[src/design/tlptm_pkg.sv]
// shared types and codes for the two-level page table manager
package tlptm_pkg;

  localparam int PAGE_W  = 21;
  localparam int FRAME_W = 20;

  localparam logic [1:0] CMD_TRANSLATE = 2'd0;
  localparam logic [1:0] CMD_MAP       = 2'd1;
  localparam logic [1:0] CMD_UNMAP     = 2'd2;

  localparam logic [2:0] ST_OK       = 3'd0;
  localparam logic [2:0] ST_MAPPED   = 3'd1;
  localparam logic [2:0] ST_UNMAPPED = 3'd2;
  localparam logic [2:0] ST_ALIGN    = 3'd3;
  localparam logic [2:0] ST_RANGE    = 3'd4;

  localparam logic [1:0]         DIR_FLAGS   = 2'b11;
  localparam logic [FRAME_W-1:0] FRAME_RESET = 20'd256;

  typedef struct packed {
    logic [1:0]  cmd;
    logic [23:0] virt_addr;
    logic [31:0] phys_addr;
    logic [11:0] page_flags;
    logic [12:0] page_count;
  } in_beat_t;

  typedef struct packed {
    logic [2:0]  status;
    logic [31:0] trans_addr;
    logic [12:0] pages_done;
  } out_beat_t;

  typedef enum logic [2:0] {
    S_IDLE, S_DISPATCH, S_WALK, S_CLEAR, S_CHECK, S_TRANS, S_OUT
  } state_t;

  typedef struct packed {
    logic       load;
    logic       start_clear;
    logic       clr_step;
    logic       rd_en;
    logic       wr_map;
    logic       wr_unmap;
    logic       inc;
    logic       res_en;
    logic [2:0] res_status;
    logic       res_trans;
  } dp_cmd_t;

  typedef struct packed {
    logic [1:0] cmd;
    logic       misaligned;
    logic       done_eq;
    logic       oob;
    logic       dir_present;
    logic       entry_present;
    logic       clr_last;
  } dp_stat_t;

endpackage

[src/design/tlptm_ctrl.sv]
// controller: command sequencing, page walk and table clearing
module tlptm_ctrl (
  input  logic                 clk,
  input  logic                 rst_n,
  input  logic                 in_valid,
  output logic                 in_stall,
  output logic                 out_valid,
  input  logic                 out_stall,
  input  tlptm_pkg::dp_stat_t  stat,
  output tlptm_pkg::dp_cmd_t   cmd
);
  import tlptm_pkg::*;

  state_t state_r, state_nxt;

  always_ff @(posedge clk) begin
    if (!rst_n) begin
      state_r <= S_IDLE;
    end else begin
      state_r <= state_nxt;
    end
  end

  always_comb begin
    state_nxt = state_r;
    cmd       = '0;
    in_stall  = (state_r != S_IDLE);
    out_valid = (state_r == S_OUT);
    case (state_r)
      S_IDLE: begin
        if (in_valid) begin
          cmd.load  = 1'b1;
          state_nxt = S_DISPATCH;
        end
      end
      S_DISPATCH: begin
        case (stat.cmd)
          CMD_TRANSLATE: begin
            if (stat.oob) begin
              cmd.res_en = 1'b1; cmd.res_status = ST_RANGE; state_nxt = S_OUT;
            end else if (!stat.dir_present) begin
              cmd.res_en = 1'b1; cmd.res_status = ST_UNMAPPED; state_nxt = S_OUT;
            end else begin
              cmd.rd_en = 1'b1; state_nxt = S_TRANS;
            end
          end
          CMD_MAP, CMD_UNMAP: begin
            if (stat.misaligned) begin
              cmd.res_en = 1'b1; cmd.res_status = ST_ALIGN; state_nxt = S_OUT;
            end else begin
              state_nxt = S_WALK;
            end
          end
          default: begin
            cmd.res_en = 1'b1; cmd.res_status = ST_OK; state_nxt = S_OUT;
          end
        endcase
      end
      S_WALK: begin
        if (stat.done_eq) begin
          cmd.res_en = 1'b1; cmd.res_status = ST_OK; state_nxt = S_OUT;
        end else if (stat.oob) begin
          cmd.res_en = 1'b1; cmd.res_status = ST_RANGE; state_nxt = S_OUT;
        end else if (!stat.dir_present && stat.cmd == CMD_MAP) begin
          cmd.start_clear = 1'b1; state_nxt = S_CLEAR;
        end else if (!stat.dir_present) begin
          cmd.res_en = 1'b1; cmd.res_status = ST_UNMAPPED; state_nxt = S_OUT;
        end else begin
          cmd.rd_en = 1'b1; state_nxt = S_CHECK;
        end
      end
      S_CLEAR: begin
        // zero the new table one entry a cycle
        cmd.clr_step = 1'b1;
        if (stat.clr_last) state_nxt = S_WALK;
      end
      S_CHECK: begin
        if (stat.cmd == CMD_MAP) begin
          if (stat.entry_present) begin
            cmd.res_en = 1'b1; cmd.res_status = ST_MAPPED; state_nxt = S_OUT;
          end else begin
            cmd.wr_map = 1'b1; cmd.inc = 1'b1; state_nxt = S_WALK;
          end
        end else begin
          if (!stat.entry_present) begin
            cmd.res_en = 1'b1; cmd.res_status = ST_UNMAPPED; state_nxt = S_OUT;
          end else begin
            cmd.wr_unmap = 1'b1; cmd.inc = 1'b1; state_nxt = S_WALK;
          end
        end
      end
      S_TRANS: begin
        cmd.res_en = 1'b1;
        if (stat.entry_present) begin
          cmd.res_status = ST_OK; cmd.res_trans = 1'b1;
        end else begin
          cmd.res_status = ST_UNMAPPED;
        end
        state_nxt = S_OUT;
      end
      S_OUT: begin
        if (!out_stall) state_nxt = S_IDLE;
      end
      default: state_nxt = S_IDLE;
    endcase
  end

  a_no_write_past_count: assert property (@(posedge clk) disable iff (!rst_n)
    (cmd.wr_map || cmd.wr_unmap) |-> (!stat.done_eq && !stat.oob))
    else $error("table write beyond the run");
  a_clear_only_on_map: assert property (@(posedge clk) disable iff (!rst_n)
    cmd.start_clear |-> (stat.cmd == CMD_MAP && !stat.dir_present))
    else $error("table clear without a missing directory entry on map");
  a_result_then_out: assert property (@(posedge clk) disable iff (!rst_n)
    cmd.res_en |=> out_valid)
    else $error("result captured but not presented");
  a_busy_while_out: assert property (@(posedge clk) disable iff (!rst_n)
    out_valid |-> in_stall)
    else $error("input taken while result pending");

endmodule

[config.mk]
export PLATFORM = sky130hd
export DESIGN_NAME = tlptm_ctrl
export DESIGN_NICKNAME = d
export VERILOG_FILES = /design/src/design/tlptm_pkg.sv /design/src/design/tlptm_ctrl.sv
export SDC_FILE = /design/constraint.sdc
export NUM_CORES = 1
export LEC_CHECK = 0
export ABC_AREA = 1
export BUFFER_PORTS_ARGS = -buffer_cell sky130_fd_sc_hd__buf_2
export CAP_MARGIN = 10
export CORE_UTILIZATION = 40
export DETAILED_ROUTE_END_ITERATION = 10
export PLACE_DENSITY = 0.73
export RECOVER_POWER = 25
export SYNTH_ARGS = -nofsm -noshare
export SYNTH_HDL_FRONTEND = slang
export SYNTH_SLANG_ARGS = --single-unit
[constraint.sdc]
create_clock -name clk -period 1.1 [get_ports clk]
set_input_delay 0.055 -clock clk [delete_from_list [all_inputs] [get_ports clk]]
set_output_delay 0.055 -clock clk [all_outputs]
set_load 0.05 [all_outputs]
==> impl_metrics.json, run 1 <==
{
  "num_io_pins": 26,
  "dp_hpwl_mm": 1.439,
  "ys_types": 18,
  "htree_num_levels": 1,
  "rows": 13,
  "haltStage": "global routing (5_1_grt)",
  "hold_buffers": 0,
  "yosysTopAreaCell": "ha_1",
  "ys_warn_count": 0,
  "fp.dieW_um": 39.14,
  "grt_remaining_overflow": 15,
  "synthTopCellsByArea": "ha_1, nand2_1, inv_1",
  "io_buffers": 25,
  "synth_area_um2": 551.8,
  "firstError": "[ERROR GRT-0232] Routing congestion too high. Check the congestion heatmap in the GUI.",
  "run_status": "did not finish",
  "worstEpCategory": "top-level output",
  "die_h_um": 39.14,
  "track_usage": 0.7189,
  "clock_sinks": 3,
  "floorplan.initialDensity": 0.4294,
  "syn_nets": 118,
  "clock-root-buffer": "clkbuf_4",
  "syn_area_per_cell_um2": 5.630,
  "postSynthCellCount": 98,
  "synth.top_cell.area_share": 0.1814,
  "gp_congestion": 0.8152,
  "crit_endpoint": "cmd[2]",
  "grt_max_degree": 8,
  "cts_buffers": 3,
  "synth-seq-cells": 3,
  "dp.cells": 158,
  "ys_seq_area_frac": 0.1088,
  "clockBufferDepth": 2
}
==> metal layers <==
| metal | track usage | overflow |
|---|---|---|
| met1 | 0.7109 | 0 |
| met3 | 0.3988 | 0 |
| met4 | 0.8707 | 4 |
| met2 | 0.9458 | 11 |
| met5 | 0 | 0 |
==> repair_timing <==
| item | in CTS |
|---|---|
| setup buffers | 2 |
| pin swaps | 8 |
| endpoints found under the setup margin | 17 |
| gates resized for setup | 48 |
==> logic make-up after synthesis <==
group	after synthesis	share of synthesized area
simple gates	53	0.4218
buf+inv	22	0.1497
compound gates	12	0.1383
fa+ha+maj	8	0.1814
flops	3	0.1088
==> stage by stage <==
stage                     setup WS, ns  area [um2]    util
after CTS                      -0.2624        1189  0.9250
after detailed placement       -0.2536       982.2  0.7644
after global placement         -0.2102       982.2  0.7644
after floorplan                -0.2891       688.2       -
==> Yosys cell counts <==
cell type and n:
nand2_1 22, nand3_2 2, o32ai_1 1, o21ai_0 3, inv_2 3, dfxtp_1 3, o31ai_1 1, ha_1 8
inv_1 19, nand4_1 1, a21oi_1 4, o211ai_1 1, a41oi_1 1, nor3_1 3, nor2_2 2, nand3_1 8
o41ai_1 1, nor2_1 15
==> inputs of run 2 (changes only) <==
CORE_AREA = 2 2 63 65   (was not set)
CORE_UTILIZATION = not set   (was 40)
DIE_AREA = 0 0 65 67   (was not set)
PLACE_DENSITY = not set   (was 0.73)
PLACE_DENSITY_LB_ADDON = 0.15   (was not set)
clock period = 1.4 ns   (was 1.1 ns; I/O delays follow)
==> run 2 against run 1 <==
  * The flow now finishes without violations
  * Synthesized area is the same
  * Synthesized cell count unchanged
==> impl_metrics.json, run 2 <==
{
  "antenna_found_initial": 0,
  "period_share": 0.9803,
  "fp.dieW_um": 65,
  "core_area_um2": 3606,
  "insertion_delay_ns": 0.21,
  "power.density_nw_per_um2": 1790,
  "timing.fmax_mhz": 728.6,
  "die_area_um2": 4355,
  "hold_viol": 0,
  "dp.cells": 177,
  "slew-limit-headroom": 0.8166,
  "syn_area_per_cell_um2": 5.630,
  "critPathTopFamily": "buffers and inverters",
  "crit_chain": "inv_4 -> buf_6 -> nand3_4 -> o41ai_2 -> buf_4",
  "setup_ws_ns": 0.02758,
  "p_sw_frac": 0.5560,
  "syn_nets": 118,
  "layout_commonest_cell": "nand2_1",
  "largest_register_ff_count": 3,
  "fin_hold_ws_ns": 0.1366,
  "clock_skew_ns": 0.001331,
  "fin_crit_ns": 1.372,
  "ys_seq_area_frac": 0.1088,
  "rows": 22,
  "rsz0062_at_grt": "true",
  "num_vias": 752,
  "areaGrowthSynthToFinish_pct": 82.31,
  "drc": 0,
  "wl_per_cell_um": 9.870,
  "ys_types": 18,
  "critPathMaxFanout": 5,
  "worst_pin_slew_ns": 0.2763,
  "slew_violations": 0,
  "regMostFlops": "state_r",
  "gp_congestion": 0.7757,
  "cellInternalPower_w": 0.0007994,
  "cts.clk_slew.worst_paths_ns": 0.03,
  "die_h_um": 67,
  "fin_util": 0.2790,
  "firstDrtPassIters": 4,
  "synthTopCellsByCount": "nand2_1, inv_1, nor2_1, ha_1, nand3_1",
  "cts_tree": "done",
  "dp_hpwl_mm": 1.531,
  "critPathBufInv": 3,
  "hold_class": "in2reg",
  "yosysTopAreaCell": "ha_1",
  "arrival_ns": 1.30,
  "drive_above_1_share": 0.4964,
  "detail-route-antenna-nets": 0,
  "routed_wl_mm": 1.826,
  "vias_per_cell": 4.065,
  "start_kind": "flop",
  "final_cells": 185,
  "p_clk_frac": 0.139,
  "run_status": "completed",
  "grt_remaining_overflow": 0,
  "cap_violations": 0,
  "synthFlopType": "dfxtp_1",
  "slowest_stage": "dfxtp_4",
  "grt_pass1_vias": 764,
  "post-place-ws_ns": 0.04776,
  "drtIter0Drc": 17,
  "synth-seq-cells": 3,
  "postSynthCellCount": 98,
  "synth-edff-count": 0,
  "place_area_um2": 848.3,
  "diodes": 0,
  "hold_buffers": 0,
  "synthTopCellsByArea": "ha_1, nand2_1, inv_1",
  "htree_num_levels": 1,
  "top_regs": "state_r: 3 flops",
  "p_leak_nw": 0.5043,
  "endpoint_kind": "primary output",
  "synth.top_cell.area_share": 0.1814,
  "pwr-share-seq": 0.122,
  "crit_type": "reg2out",
  "setup_viol": 0,
  "crit_path_max_incr_delay_ns": 0.34,
  "cts_buffers": 3,
  "yosysMostFrequentCell": "nand2_1",
  "irDropWorstVdd_mv": 0.5096,
  "async_flop_share": 0,
  "synth_area_um2": 551.8,
  "cp.required_ns": 1.33,
  "floorplan.initialDensity": 0.1530,
  "ys_warn_count": 0,
  "clock_sinks": 3,
  "clockBufferDepth": 2,
  "track_usage": 0.08674,
  "grt_pass1_wl_mm": 3.001,
  "final_nets": 158,
  "clock-root-buffer": "clkbuf_8",
  "switchingPower_w": 0.001001,
  "layout_common_cells": "nand2_1, buf_2, inv_1",
  "design_area_um2": 1006,
  "num_io_pins": 26,
  "grt_max_degree": 8,
  "io_buffers": 25,
  "pwr-share-comb": 0.738
}
[run 2: layer usage]
metal / part of all wire / vias to the layer above / GRT usage
met1: 0.42 / 345 / 0.09729
met4: 0.0055 / 0 / 0.03989
met2: 0.54 / 13 / 0.1649
li1: - / 392 / -
met3: 0.031 / 2 / 0.006757
met5: 0 / - / 0
[run 2: path summary, 6_finish.rpt]
check        slack, ns         end  depth (start not counted)       start
max               0.03      cmd[3]                          5  state_r[2]
min reg2reg       0.64  state_r[2]                          2  state_r[1]
max reg2reg       0.21  state_r[1]                          8  state_r[2]
min               0.14  state_r[0]                          3       rst_n
[run 2: power by group through the flow]
stage | clock network [W] | logic, W | registers, W
floorplan | 0 | 0.000844 | 0.000192
global placement | 0 | 0.00113 | 0.000206
detailed placement | 0 | 0.00113 | 0.000203
CTS | 0.000258 | 0.00130 | 0.000210
global route | 0.000264 | 0.00143 | 0.000227
finish | 0.000251 | 0.00133 | 0.000220
[run 2: worst reg2reg max path: stages (launching register included)]
cell and delay [ns]:
dfxtp_4 0.35, inv_4 0.04, buf_4 0.12, buf_4 0.12
nand3_2 0.10, nor2_1 0.06, nor2_1 0.13, nand2_1 0.07
a21oi_1 0.12
[run 2: per-stage QoR]
stage	power (W)	setup TNS, ns
2_1_floorplan	0.001035	-0.3009
3_3_place_gp	0.001336	0
3_5_place_dp	0.001331	0
4_1_cts	0.001773	0
5_1_grt	0.001923	-0.09060
6_report	0.001800	0
[run 2: final cells by class]
class / count / area (um2)
sequential: 3 / 68.82
fill: 410 / 2600
tap: 48 / 60.06
multi-input combinational: 73 / 498.0
clock buffer: 4 / 45.04
timing repair buffer: 35 / 249.0
inverter: 22 / 85.08
[run 2: cell families after synthesis]
logic type | count (synthesis) | share of synthesized area
simple gates | 53 | 0.4218
buf+inv | 22 | 0.1497
compound gates | 12 | 0.1383
fa+ha+maj | 8 | 0.1814
flops | 3 | 0.1088
[run 2: timing repair]
| action | CTS | global route |
|---|---|---|
| gates resized for setup | 21 | 8 |
| hold endpoints to repair | 0 | 0 |
| setup buffers | 4 | 0 |
| gates cloned | 0 | 0 |
| pin swaps | 2 | 1 |
| endpoints found under the setup margin | 9 | 10 |
Power figures use the tool's default switching activity.
==> inputs of run 3 (changes only) <==
ABC_AREA = not set   (was 1)
CTS_BUF_LIST = sky130_fd_sc_hd__clkbuf_16   (was not set)
SKIP_CTS_REPAIR_TIMING = 1   (was not set)
==> run 3 against run 2 <==
  * The flow now finishes with violations (negative setup slack)
  * Cell count is 3.2% lower
  * Via count grew 2.7%
  * Clock power up 82%
  * First-iteration DRC count grew 5.9%
  * Register-to-register slack got worse by 0.16 ns
  * Sequential share of layout area is 1.9 points lower
  * Die area unchanged
  * Hold slack worse by 0.022 ns
  * Cell area rose by 28%
  * Clock-buffer cell count shrank 1
  * Critical path type unchanged
==> impl_metrics.json, run 3 <==
{
  "synthTopCellsByCount": "nor2_1, ha_1, inv_1, nand2b_1",
  "track_usage": 0.1106,
  "critPathMaxFanout": 4,
  "post-place-ws_ns": -0.1048,
  "setup_ws_ns": -0.1672,
  "num_vias": 772,
  "wl_per_cell_um": 12.44,
  "synth.top_cell.area_share": 0.1720,
  "crit_path_max_incr_delay_ns": 0.56,
  "grt_remaining_overflow": 0,
  "p_leak_nw": 0.5710,
  "reg2reg_from": "state_r[2]",
  "routed_wl_mm": 2.226,
  "core_area_um2": 3606,
  "insertion_delay_ns": 0.23,
  "clock_sinks": 3,
  "run_status": "finished with violations",
  "clock-root-buffer": "clkbuf_16",
  "grt_pass1_vias": 791,
  "antenna_found_initial": 0,
  "fin_hold_ws_ns": 0.1143,
  "detail-route-antenna-nets": 0,
  "fp.dieW_um": 65,
  "cp.required_ns": 1.33,
  "hold_viol": 0,
  "setup_viol": 6,
  "arrival_ns": 1.50,
  "synth-edff-count": 0,
  "num_io_pins": 26,
  "areaGrowthSynthToFinish_pct": 121.9,
  "yosysTopAreaCell": "ha_1",
  "die_h_um": 67,
  "violations": "negative setup slack",
  "cap_violations": 0,
  "largest_register_ff_count": 3,
  "timing.fmax_mhz": 638.1,
  "cts_tree": "done",
  "period_share": 1.119,
  "synthFlopType": "dfxtp_1",
  "slowest_stage": "or4_4",
  "crit_type": "reg2out",
  "synthTopCellsByArea": "ha_1, dfxtp_1, nor2_1",
  "hold_class": "in2reg",
  "start_kind": "flop",
  "drtIter0Drc": 18,
  "ys_warn_count": 0,
  "syn_nets": 102,
  "firstDrtPassIters": 4,
  "syn_area_per_cell_um2": 7.095,
  "yosysMostFrequentCell": "nor2_1",
  "vias_per_cell": 4.313,
  "n_fill_cell": 377,
  "drc": 0,
  "hold_depth": 2,
  "ys_types": 35,
  "grt_max_degree": 9,
  "cts_buffers": 3,
  "slew_violations": 0,
  "power.density_nw_per_um2": 1890,
  "fin_tns_setup_ns": -0.3018,
  "grt_pass1_wl_mm": 3.608,
  "cts.clk_slew.worst_paths_ns": 0.03,
  "die_area_um2": 4355,
  "postSynthCellCount": 82,
  "clock_skew_ns": 0.003175,
  "hold_path_end": "state_r[2]",
  "rows": 22,
  "regMostFlops": "state_r",
  "r2r_end": "state_r[1]",
  "synth_area_um2": 581.8,
  "clockBufferDepth": 2,
  "layout_common_cells": "buf_6, buf_4, buf_2",
  "async_flop_share": 0,
  "htree_num_levels": 1,
  "crit_path_start": "state_r[1]",
  "floorplan.initialDensity": 0.1613,
  "endpoint_kind": "primary output",
  "ys_seq_area_frac": 0.1032,
  "worst_pin_slew_ns": 0.4223,
  "diodes": 0,
  "dp_hpwl_mm": 1.769,
  "top_regs": "state_r: 3 flops",
  "reg2reg_slack_ns": 0.05,
  "drive_above_1_share": 0.6336,
  "synth-seq-cells": 3,
  "hold_start": "rst_n",
  "gp_congestion": 0.7591,
  "crit_chain": "or4_4 -> o221ai_4 -> buf_6",
  "rsz0062_at_grt": "true",
  "fin_crit_ns": 1.567,
  "slew-limit-headroom": 0.7149,
  "io_buffers": 25,
  "r2r_cells": 6,
  "final_nets": 152,
  "irDropWorstVdd_mv": 0.4592
}
[run 3: worst max-delay path by stage]
stage	slack (ns)	to	cells after the start
after CTS	-0.28	cmd[2]	3
after detailed placement	-0.10	state_r[2]	7
after global placement	-0.09	cmd[4]	7
after floorplan	-0.18	cmd[3]	5
after global routing	-0.21	cmd[2]	3
final	-0.17	cmd[2]	3
[run 3: critical path, delay by kind of cell (launching register included)]
kind                   cells  cell delay [ns]
AO/OA/AOI/OAI              1             0.20
flip-flops                 1             0.32
buffers and inverters      1             0.18
AND/OR/NAND/NOR            1             0.56
[run 3: report_power, final]
part	total (W)	internal, W	switching [W]
registers	0.000167	0.000131	0.0000365
clock network	0.000456	0.000369	0.0000866
logic	0.00182	0.000823	0.000994
total	0.00244	0.00132	0.00112
[run 3: layer usage]
metal | track usage | wire length [um] | share of wire
met1 | 0.1275 | 958 | 0.43
met2 | 0.2023 | 1181 | 0.53
met3 | 0.01014 | 63 | 0.028
met4 | 0.05585 | 22 | 0.0099
met5 | 0 | 0 | 0
[run 3: per-stage QoR]
stage          area, um2  instances  total power [W]  utilization
2_1_floorplan      661.9         82         0.001129            -
3_3_place_gp       962.2        171         0.001584       0.2668
3_5_place_dp       962.2        171         0.001584       0.2668
4_1_cts             1041        175         0.002047       0.2887
5_1_grt             1291        179         0.002577       0.3581
6_report            1291        179         0.002440       0.3581
[run 3: kinds of logic (layout without fill, tap and decap cells)]
family / after synthesis / after routing / synth area share
AND/OR/NAND/NOR: 36 / 36 / 0.3312
adder cells (fa/ha/maj): 8 / 8 / 0.1720
AO/OA/AOI/OAI: 21 / 21 / 0.2753
flip-flops: 3 / 3 / 0.1032
buffers and inverters: 12 / 61 / 0.08386
multiplexers: 2 / 2 / 0.03441
[run 3: area by class of cell]
type                       instances  area, um2  area share
tap                               48      60.06     0.04651
inverter                           9      36.28     0.02810
clock inverter                     1      3.754    0.002907
multi-input combinational         67      645.6      0.5000
sequential                         3      63.81     0.04942
timing repair buffer              48      406.6      0.3149
clock buffer                       3      75.07     0.05814
